### src/rtl/cshf_pkg.sv
`timescale 1ns / 1ps
// ----------------------------------------------------------------------------
// cshf_pkg: shared types and constants of the command secondary header framer
// Item structs for both channels, the controller/datapath command and status
// bundles, and the header checksum helper.
// ----------------------------------------------------------------------------
package cshf_pkg;

    // Default payload buffer depth in bytes.
    localparam int unsigned PAYLOAD_DEPTH_DEF = 62;

    // Checksum seed value.
    localparam logic [7:0] CHK_SEED = 8'hFF;
    // First primary header byte above the APID: version 0, command type,
    // secondary header flag set.
    localparam logic [7:0] HDR_ID_HI = 8'h18;
    // Sequence flags for an unsegmented packet.
    localparam logic [1:0] SEQ_FLAGS_UNSEG = 2'h3;

    // One input item.
    typedef struct packed {
        logic [7:0]  payload_byte;
        logic        byte_present;
        logic        frame_end;
        logic [10:0] apid;
        logic [13:0] seq_count;
        logic [7:0]  function_code;
    } in_item_t;

    // One result item.
    typedef struct packed {
        logic [7:0] out_byte;
        logic       out_last;
        logic       status;
    } out_item_t;

    // Source of the next value loaded into the output register.
    typedef enum logic [1:0] {
        SEL_OVF   = 2'd0,
        SEL_FCODE = 2'd1,
        SEL_SUM   = 2'd2,
        SEL_PAY   = 2'd3
    } out_sel_t;

    // Commands from the controller to the datapath.
    typedef struct packed {
        logic     take;
        logic     load;
        out_sel_t sel;
        logic     rd_en;
        logic     rd_adv;
    } cshf_cmd_t;

    // Status from the datapath to the controller.
    typedef struct packed {
        logic frame_ovf;
        logic empty;
        logic pay_last;
        logic out_free;
    } cshf_sts_t;

    // XOR of the checksum seed and the six predicted primary header bytes.
    // The high length byte is always zero for this buffer size.
    function automatic logic [7:0] hdr_xor(
        input logic [10:0] apid,
        input logic [13:0] seq,
        input logic [7:0]  len
    );
        logic [7:0] acc;
        acc = CHK_SEED;
        acc = acc ^ (HDR_ID_HI | {5'b0, apid[10:8]});
        acc = acc ^ apid[7:0];
        acc = acc ^ {SEQ_FLAGS_UNSEG, seq[13:8]};
        acc = acc ^ seq[7:0];
        acc = acc ^ len;
        return acc;
    endfunction

endpackage

### src/rtl/command_secondary_header_framer.sv
`timescale 1ns / 1ps
// ----------------------------------------------------------------------------
// command_secondary_header_framer: command packet framer with XOR checksum
// Buffers a command payload and emits function code, checksum and payload.
// ----------------------------------------------------------------------------
// Payload items are taken at one per cycle while a frame is collected. The
// item with frame_end set closes the frame; the block then stops taking
// input until its last result is in the output register. A frame with N
// stored bytes emits the function code, then the checksum, then the N
// payload bytes; each payload byte is first read from the buffer's single
// registered read port and then loaded into the output register. An
// overflowed frame emits one status result. The output register lets a new
// frame start while the final result still waits to be taken. No clearing
// pass is needed after reset.
module command_secondary_header_framer #(
    parameter int unsigned MAX_PAYLOAD = cshf_pkg::PAYLOAD_DEPTH_DEF
) (
    input  logic                clk,
    input  logic                rst_n,
    input  logic                in_valid,
    output logic                in_ready,
    input  cshf_pkg::in_item_t  in_data,
    output logic                out_valid,
    input  logic                out_ready,
    output cshf_pkg::out_item_t out_data
);
    import cshf_pkg::*;

    cshf_cmd_t cmd;
    cshf_sts_t sts;

    // Controller.
    cshf_ctrl u_ctrl (
        .clk      (clk),
        .rst_n    (rst_n),
        .in_valid (in_valid),
        .in_last  (in_data.frame_end),
        .in_ready (in_ready),
        .sts      (sts),
        .cmd      (cmd)
    );

    // Datapath.
    cshf_dp #(
        .MAX_PAYLOAD (MAX_PAYLOAD)
    ) u_dp (
        .clk       (clk),
        .rst_n     (rst_n),
        .in_data   (in_data),
        .out_valid (out_valid),
        .out_ready (out_ready),
        .out_data  (out_data),
        .cmd       (cmd),
        .sts       (sts)
    );

endmodule

### src/rtl/cshf_ctrl.sv
`timescale 1ns / 1ps
// ----------------------------------------------------------------------------
// cshf_ctrl: framer controller
// One-hot state machine that collects a frame and then sequences the output
// of function code, checksum and buffered payload, or of one overflow status result.
// ----------------------------------------------------------------------------
module cshf_ctrl (
    input  logic                clk,
    input  logic                rst_n,
    input  logic                in_valid,
    input  logic                in_last,
    output logic                in_ready,
    input  cshf_pkg::cshf_sts_t sts,
    output cshf_pkg::cshf_cmd_t cmd
);
    import cshf_pkg::*;

    typedef enum logic [5:0] {
        S_COLLECT = 6'b000001,
        S_OVF     = 6'b000010,
        S_FCODE   = 6'b000100,
        S_SUM     = 6'b001000,
        S_READ    = 6'b010000,
        S_PAY     = 6'b100000
    } state_t;

    state_t state_reg;
    state_t state_next;

    // State register.
    always_ff @(posedge clk or negedge rst_n)
    begin
        if (!rst_n)
        begin
            state_reg <= S_COLLECT;
        end
        else
        begin
            state_reg <= state_next;
        end
    end

    // Next state and datapath commands.
    always_comb
    begin
        state_next = state_reg;
        in_ready   = 1'b0;
        cmd        = '0;
        cmd.sel    = SEL_OVF;
        case (state_reg)
            S_COLLECT:
            begin
                in_ready = 1'b1;
                if (in_valid)
                begin
                    cmd.take = 1'b1;
                    if (in_last)
                    begin
                        state_next = sts.frame_ovf ? S_OVF : S_FCODE;
                    end
                end
            end
            S_OVF:
            begin
                if (sts.out_free)
                begin
                    cmd.load   = 1'b1;
                    cmd.sel    = SEL_OVF;
                    state_next = S_COLLECT;
                end
            end
            S_FCODE:
            begin
                if (sts.out_free)
                begin
                    cmd.load   = 1'b1;
                    cmd.sel    = SEL_FCODE;
                    state_next = S_SUM;
                end
            end
            S_SUM:
            begin
                if (sts.out_free)
                begin
                    cmd.load   = 1'b1;
                    cmd.sel    = SEL_SUM;
                    state_next = sts.empty ? S_COLLECT : S_READ;
                end
            end
            S_READ:
            begin
                cmd.rd_en  = 1'b1;
                state_next = S_PAY;
            end
            S_PAY:
            begin
                if (sts.out_free)
                begin
                    cmd.load = 1'b1;
                    cmd.sel  = SEL_PAY;
                    if (sts.pay_last)
                    begin
                        state_next = S_COLLECT;
                    end
                    else
                    begin
                        cmd.rd_adv = 1'b1;
                        state_next = S_READ;
                    end
                end
            end
            default:
            begin
                state_next = S_COLLECT;
            end
        endcase
    end

endmodule

### src/rtl/cshf_dp.sv
`timescale 1ns / 1ps
// ----------------------------------------------------------------------------
// cshf_dp: framer datapath
// Payload buffer, byte count, running XOR, checksum capture and the output
// register that feeds the result channel.
// ----------------------------------------------------------------------------
module cshf_dp #(
    parameter int unsigned MAX_PAYLOAD = cshf_pkg::PAYLOAD_DEPTH_DEF
) (
    input  logic                clk,
    input  logic                rst_n,
    input  cshf_pkg::in_item_t  in_data,
    output logic                out_valid,
    input  logic                out_ready,
    output cshf_pkg::out_item_t out_data,
    input  cshf_pkg::cshf_cmd_t cmd,
    output cshf_pkg::cshf_sts_t sts
);
    import cshf_pkg::*;

    localparam int unsigned CW = $clog2(MAX_PAYLOAD + 1);
    localparam int unsigned AW = (MAX_PAYLOAD > 1) ? $clog2(MAX_PAYLOAD) : 1;

    logic [7:0]    payload_mem [MAX_PAYLOAD];

    logic [CW-1:0] count_reg;
    logic [CW-1:0] count_next;
    logic [7:0]    xor_reg;
    logic [7:0]    xor_next;
    logic          ovf_reg;
    logic          ovf_next;
    logic [CW-1:0] emit_cnt_reg;
    logic [7:0]    fcode_reg;
    logic [7:0]    sum_reg;
    logic [AW-1:0] rd_idx_reg;
    logic [7:0]    rd_data_reg;
    logic          out_valid_reg;
    out_item_t     out_data_reg;
    out_item_t     out_data_next;

    logic          has_room;
    logic          do_write;
    logic [7:0]    sum_next;

    // Frame accumulation including the item being taken.
    always_comb
    begin
        has_room   = (count_reg < CW'(MAX_PAYLOAD));
        do_write   = cmd.take && in_data.byte_present && has_room;
        count_next = do_write ? count_reg + CW'(1) : count_reg;
        xor_next   = do_write ? (xor_reg ^ in_data.payload_byte) : xor_reg;
        ovf_next   = ovf_reg || (in_data.byte_present && !has_room);
        sum_next   = hdr_xor(in_data.apid, in_data.seq_count, 8'(count_next) + 8'd1)
                     ^ in_data.function_code ^ xor_next;
    end

    // Frame counters, cleared after the final item.
    always_ff @(posedge clk or negedge rst_n)
    begin
        if (!rst_n)
        begin
            count_reg <= '0;
            xor_reg   <= '0;
            ovf_reg   <= 1'b0;
        end
        else if (cmd.take)
        begin
            if (in_data.frame_end)
            begin
                count_reg <= '0;
                xor_reg   <= '0;
                ovf_reg   <= 1'b0;
            end
            else
            begin
                count_reg <= count_next;
                xor_reg   <= xor_next;
                ovf_reg   <= ovf_next;
            end
        end
    end

    // Header results captured on the final item.
    always_ff @(posedge clk)
    begin
        if (cmd.take && in_data.frame_end)
        begin
            emit_cnt_reg <= count_next;
            fcode_reg    <= in_data.function_code;
            sum_reg      <= sum_next;
        end
    end

    // Payload buffer: one write port while collecting, registered read.
    always_ff @(posedge clk)
    begin
        if (do_write)
        begin
            payload_mem[count_reg[AW-1:0]] <= in_data.payload_byte;
        end
        if (cmd.rd_en)
        begin
            rd_data_reg <= payload_mem[rd_idx_reg];
        end
    end

    // Read pointer for the payload drain.
    always_ff @(posedge clk or negedge rst_n)
    begin
        if (!rst_n)
        begin
            rd_idx_reg <= '0;
        end
        else if (cmd.take && in_data.frame_end)
        begin
            rd_idx_reg <= '0;
        end
        else if (cmd.rd_adv)
        begin
            rd_idx_reg <= rd_idx_reg + AW'(1);
        end
    end

    // Status back to the controller.
    always_comb
    begin
        sts.frame_ovf = ovf_next;
        sts.empty     = (emit_cnt_reg == '0);
        sts.pay_last  = ((CW'(rd_idx_reg) + CW'(1)) == emit_cnt_reg);
        sts.out_free  = !out_valid_reg || out_ready;
    end

    // Output mux.
    always_comb
    begin
        out_data_next = '0;
        case (cmd.sel)
            SEL_OVF:
            begin
                out_data_next.out_byte = 8'h00;
                out_data_next.out_last = 1'b1;
                out_data_next.status   = 1'b1;
            end
            SEL_FCODE:
            begin
                out_data_next.out_byte = fcode_reg;
            end
            SEL_SUM:
            begin
                out_data_next.out_byte = sum_reg;
                out_data_next.out_last = sts.empty;
            end
            SEL_PAY:
            begin
                out_data_next.out_byte = rd_data_reg;
                out_data_next.out_last = sts.pay_last;
            end
            default:
            begin
                out_data_next = '0;
            end
        endcase
    end

    // Output register valid flag.
    always_ff @(posedge clk or negedge rst_n)
    begin
        if (!rst_n)
        begin
            out_valid_reg <= 1'b0;
        end
        else if (cmd.load)
        begin
            out_valid_reg <= 1'b1;
        end
        else if (out_ready)
        begin
            out_valid_reg <= 1'b0;
        end
    end

    // Output register payload.
    always_ff @(posedge clk)
    begin
        if (cmd.load)
        begin
            out_data_reg <= out_data_next;
        end
    end

    assign out_valid = out_valid_reg;
    assign out_data  = out_data_reg;

endmodule

### config.mk
export PLATFORM = sky130hd
export DESIGN_NAME = command_secondary_header_framer
export DESIGN_NICKNAME = d
export VERILOG_FILES = /design/src/rtl/cshf_pkg.sv /design/src/rtl/command_secondary_header_framer.sv /design/src/rtl/cshf_ctrl.sv /design/src/rtl/cshf_dp.sv
export SDC_FILE = /design/constraint.sdc
export NUM_CORES = 1
export LEC_CHECK = 0
export BUFFER_PORTS_ARGS = -buffer_cell sky130_fd_sc_hd__clkbuf_2
export CORE_MARGIN = 1
export CORE_UTILIZATION = 40
export DETAILED_ROUTE_END_ITERATION = 7
export PLACE_DENSITY = 0.55
export SETUP_SLACK_MARGIN = 0.05
export SLEW_MARGIN = 20
export SYNTH_ARGS = -nofsm -noshare
export SYNTH_HDL_FRONTEND = slang
export SYNTH_SLANG_ARGS = --single-unit
### constraint.sdc
create_clock -name clk -period 4.45 [get_ports clk]
set_clock_uncertainty 0.15 [all_clocks]
set_input_delay 0.2225 -clock clk [delete_from_list [all_inputs] [get_ports clk]]
set_output_delay 0.2225 -clock clk [all_outputs]
set_load 0.1 [all_outputs]
# Word-level counts from Yosys, hierarchy flattened
# Memories as Yosys holds them, arrays and structs flattened. A register that Yosys moved wholly into a read port is not among the register bits.
# Cells that the tools add are included.
dict set report word_totals {
  register_bits 60
  ram_bits 496
  out_inout_bits 12
  wordCells 90
  mem_count 1
}
dict set report classes {
  addsub 3
  magnitude_cmp 1
  n_eq_ne 16
  mux 36
  bitwise_logic 8
  reduce_logical 13
}
# name depth width rd rd_ports_with_merged_regs wr line
set mem_list {}
lappend mem_list {u_dp.payload_mem 62 8 1 1 1 cshf_dp.sv:24} ;# logic [7:0] payload_mem [MAX_PAYLOAD];
# operator n
set ops {}
lappend ops {{$mux 6} 10}
lappend ops {{$xor 8x8->8} 7}
lappend ops {{$pmux 6 s6} 1}
lappend ops {{$pmux 8 s4} 1}
lappend ops {{$mux 8} 2}
lappend ops {{$mux 3} 5}
lappend ops {{$mux 1} 13}
lappend ops {{$add 6x1->6 const B} 2}
lappend ops {{$ne 2x2->1 const B} 6}
lappend ops {{$pmux 3 s4} 1}
lappend ops {{$mux 5} 2}
lappend ops {{$not 5->8} 1}
lappend ops {{$add 6x1->7 const B} 1}
lappend ops {{$eq 6x1->1 const B} 1}
lappend ops {{$eq 6x2->1 const B} 1}
lappend ops {{$eq 6x3->1 const B} 1}
lappend ops {{$eq 6x4->1 const B} 1}
lappend ops {{$eq 6x5->1 const B} 1}
lappend ops {{$eq 6x6->1} 1}
lappend ops {{$eq 6x6->1 const B} 1}
lappend ops {{$logic_not 6->1} 1}
lappend ops {{$lt 6x6->1 const B} 1}
lappend ops {{$reduce_and 6->1} 1}
lappend ops {{$eq 2x2->1 const B} 2}
lappend ops {{other kinds (7)} 13}

# Depth between registers and ports, before layout
dict set report logic_depth {
  depth_word 9
  ltp_mapped 13
  mapped_depth_nobuf 10
}

# Cells and area by module
# From an unflattened synthesis, not the netlist that was laid out.
dict set report unflattened {
  cells_unflattened 1253
  hier_area_um2 23138.4
}
# module n_inst cells_per_inst area_each_um2
set by_module_without_submodules {}
lappend by_module_without_submodules {cshf_dp 1 1193 22621.7}
lappend by_module_without_submodules {cshf_ctrl 1 60 516.7}

# Worst setup path after synthesis
# OpenSTA, ideal clock, no wires.
dict set report synth_timing {
  path_type {flip-flop to output port}
  startpoint {register u_ctrl.state_reg[5]}
  endpoint {output in_ready}
  t_arrival_ns 3.332
  required_ns 4.078
  slack_ns 0.745
  path_stages_with_launch 5
  n_path_buf 2
  path_cell_list {dfrtp_1 -> buf_6 -> or4_4 -> buf_6 -> nor3b_1}
}
dict set report synth_between {
  elab_chain_cells 2
}
# item line
set synth_rtl {}
lappend synth_rtl {{start: declaration} cshf_ctrl.sv:27} ;# state_t state_reg;
lappend synth_rtl {{start signal: assignment} cshf_ctrl.sv:39} ;# state_reg <= state_next;
lappend synth_rtl {{$eq 6x1->1} cshf_ctrl.sv:50} ;# case (state_reg)
lappend synth_rtl {{$mux 1} cshf_ctrl.sv:50}
lappend synth_rtl {{end: declaration} command_secondary_header_framer.sv:21} ;# output logic in_ready,
# No other way between the ends.

# Final worst setup path
dict set report layout_timing {
  startpoint {register u_ctrl.state_reg[5]}
  endpoint {memory u_dp.payload_mem[61][7] (enable)}
}
dict set report layout_between {
  elab_chain_cells 6
}
# item line
set layout_rtl {}
lappend layout_rtl {{$eq 6x1->1} cshf_ctrl.sv:50}
lappend layout_rtl {{$mux 1} cshf_ctrl.sv:50}
lappend layout_rtl {{$logic_and 1x1->1 (2 in series)} cshf_dp.sv:49} ;# do_write = cmd.take && in_data.byte_present && has_room;
lappend layout_rtl {{$mux 1} cshf_dp.sv:97} ;# if (do_write)
lappend layout_rtl {{$mux 1 (implied by the code)} cshf_dp.sv:99} ;# payload_mem[count_reg[AW-1:0]] <= in_data.payload_byte;
lappend layout_rtl {{end: declaration} cshf_dp.sv:24}
# No other way between the ends.

==> flow_summary.ini <==
[run_status]
status = finished, final reports clean

[timing]
period_needed_ns = 3.77
slew_headroom_pct = 42.7
fmax_mhz = 265
worstMarginPinSlew_ns = 0.856
hold_viol = 0
finalCritPeriodShare_pct = 84.8
final_max_slew_viol_count = 0
rsz0062_at_grt = no
finalSetupTns_ns = 0
setup-violations-final = 0

[worst_setup_path]
worst_path_max_delay_cell = nor2_1
crit_required_ns = 4.54
worst_r2r_startpoint = u_ctrl.state_reg[5]
cp_max_fo = 10
endpoint_kind = flop
rr_worst_depth = 4
crit_arrival_ns = 3.86
r2r_setup_slack_ns = 0.68
crit_chain = or4_4 -> a2111oi_4 -> nand4_1 -> nor2_1
r2r_end = u_dp.payload_mem[61][7]
critPathLaunchType = flop
max_stage_delay_ns = 0.82
critical_path_class = flop to flop

[hold_path]
holdPathEnd = u_dp.xor_reg[3]
whs_path_depth = 3
min_from = in_data[38]
hold_path_class = primary input to flop

[route]
routedWlPerCell_um = 25.5
highest-signal-layer = met4
drt-vias-per-instance = 5.46
num_vias = 11960
wl_met2_mm = 27.0
first_pass_iters = 5
drc = 0
wirelength_mm = 55.9
met3_length_mm = 3.18
drt-met1-wl_mm = 24.5
ant_nets = 0
drtIter0Drc = 1091

[place]
place.gp.congestion = 0.823
portBuffers = 58
dp_hpwl_mm = 36.6

[synthesis]
syn_inst = 1230
synth_common_cells = edfxtp_1, mux4_2, nor2_1
synthFlopType = edfxtp_1
synth_nets = 1280
yosys.area.top_type = edfxtp_1
syn_area_um2 = 23000
yosys-top-cells-area = edfxtp_1, mux4_2, dfrtp_1, xnor2_1, mux2i_1
syn_avg_cell_area_um2 = 18.7
seq_area_frac_synth_pct = 73.2
synthArstFlopShare_pct = 4.96
synth-edff-count = 536
ys.warnings.count = 0
synth.distinct_cells = 56
synth_seq_cells = 564
synth_top_area_share_pct = 70.1
yosysMostFrequentCell = edfxtp_1

[floorplanning]
io_pins = 59
start_util_pct = 40.6
die_w_um = 242
core_um2 = 56500
die_y_um = 242
dieArea_um2 = 58300
rows = 87

[global_route]
track_usage_pct = 19.3
grt_max_degree = 65
gr-total-overflow = 0
grt_pass1_vias = 12243
grt_antenna_before_repair = 0
grt_pass1_wl_mm = 82.4

[pwr]
p_comb_share_pct = 4.8
p_sw_uw = 2440
ir_worst_vdd_mv = 0.305
pwr-share-seq_pct = 51.2
p_clk_share_pct = 43.9
swShare_pct = 21.1
powerDensity_nw_per_um2 = 434
p_leak_uw = 0.00864
internal-power_uw = 9140

[clock_tree]
cts_htree_levels = 2
cts_resized = 0
clock_path_buffers = 3
cts_tree = done
insertion_delay_ns = 0.62
cts_buffers = 59
cts_root_buffer = clkbuf_16
clock_sinks = 564
clkTransAtPathRegs_ns = 0.06
post_cts_buffers = 0

[cells_and_area]
final_nets = 1434
nFillCells = 4770
largest_reg_flops = 496
utilization_pct = 47.3
syn2layout_area_growth_pct = 16.4
drive_gt1_share_pct = 26.0

[flow_run]
drv_cap = 0
critical path, delay by kind of cell, from the launching register on:
kind | cells | cell delay (ns)
flip-flops | 1 | 0.48
AND/OR/NAND/NOR | 3 | 2.12
AO/OA/AOI/OAI | 1 | 0.64
power groups by stage:
| stage | clock, uW | combinational (uW) | sequential (uW) |
|---|---|---|---|
| after CTS | 5190 | 569 | 5930 |
| after floorplan | 0 | 331 | 6030 |
| final | 5090 | 561 | 5930 |
| after global placement | 0 | 547 | 6040 |
| after global routing | 5360 | 612 | 5940 |
| after detailed placement | 0 | 553 | 6050 |
through the flow:
stage,power (uW),hold slack (ns),std cells,instance area (um^2),setup WS (ns)
after global placement,6590,0.191,2061,24500,0.780
after detailed placement,6600,0.200,2061,24500,0.711
after CTS,11700,0.00280,2189,26700,0.690
after floorplan,6360,-0.223,1230,23000,0.745
final,11600,0.0265,2190,26700,0.676
after global routing,11900,0.0136,2189,26700,0.522
layer usage:
layer	up-vias	GRT usage [%]
li1	5242	-
met1	6251	27.5
met2	389	31.1
met3	78	2.86
met4	0	4.95
met5	-	0
cell usage in the layout, fill, tap and decap left out, drive strengths merged, types with 17 or more instances in the layout:
cell | netlist | final
clkinv | 0 | 20
nor2 | 83 | 83
o21ai | 48 | 48
buf | 36 | 81
xnor2 | 52 | 52
a21oi | 20 | 20
dfrtp | 27 | 27
nand2 | 71 | 71
clkbuf | 28 | 132
nand3 | 17 | 17
mux4 | 130 | 130
mux2i | 43 | 43
edfxtp | 536 | 536
dlygate4sd3 | 0 | 18
how the worst max path moves through the flow:
stage	startpoint	endpoint	slack (ns)	cells after the start
floorplan	u_ctrl.state_reg[5]	in_ready	0.75	4
global placement	u_ctrl.state_reg[5]	u_dp.payload_mem[61][1]	0.78	4
detailed placement	u_ctrl.state_reg[5]	u_dp.payload_mem[61][7]	0.71	4
CTS	u_ctrl.state_reg[5]	u_dp.payload_mem[61][7]	0.69	4
global route	u_ctrl.state_reg[5]	u_dp.payload_mem[13][7]	0.52	4
finish	u_ctrl.state_reg[5]	u_dp.payload_mem[61][7]	0.68	4
layout make-up:
type                            count  area (um^2)  share of cell area (%)
Antenna cell                        1         2.50                 0.00937
Clock buffer                       74         1550                    5.81
Clock inverter                     36          440                    1.65
Inverter                           12         45.0                   0.169
Multi-Input combinational cell    590         5820                    21.8
Sequential cell                   564        16800                    62.9
Tap cell                          756          946                    3.54
Timing Repair Buffer              157         1100                    4.13
cells by family after synthesis:
group                    count (synthesis)  synth area share, %
AND/OR/NAND/NOR                        231                 4.76
multiplexers                           174                 14.7
buffers and inverters                   76                 1.50
XOR/XNOR                                65                 2.48
adder cells (fa/ha/maj)                  3                0.164
flip-flops                             564                 73.2
AO/OA/AOI/OAI                          117                 3.24
timing repair:
item                                    4_1_cts  5_1_grt
endpoints found under the setup margin        0        0
hold buffers                                 18        0
hold endpoints to repair                     76        0
(Power assumes the default switching activity.)
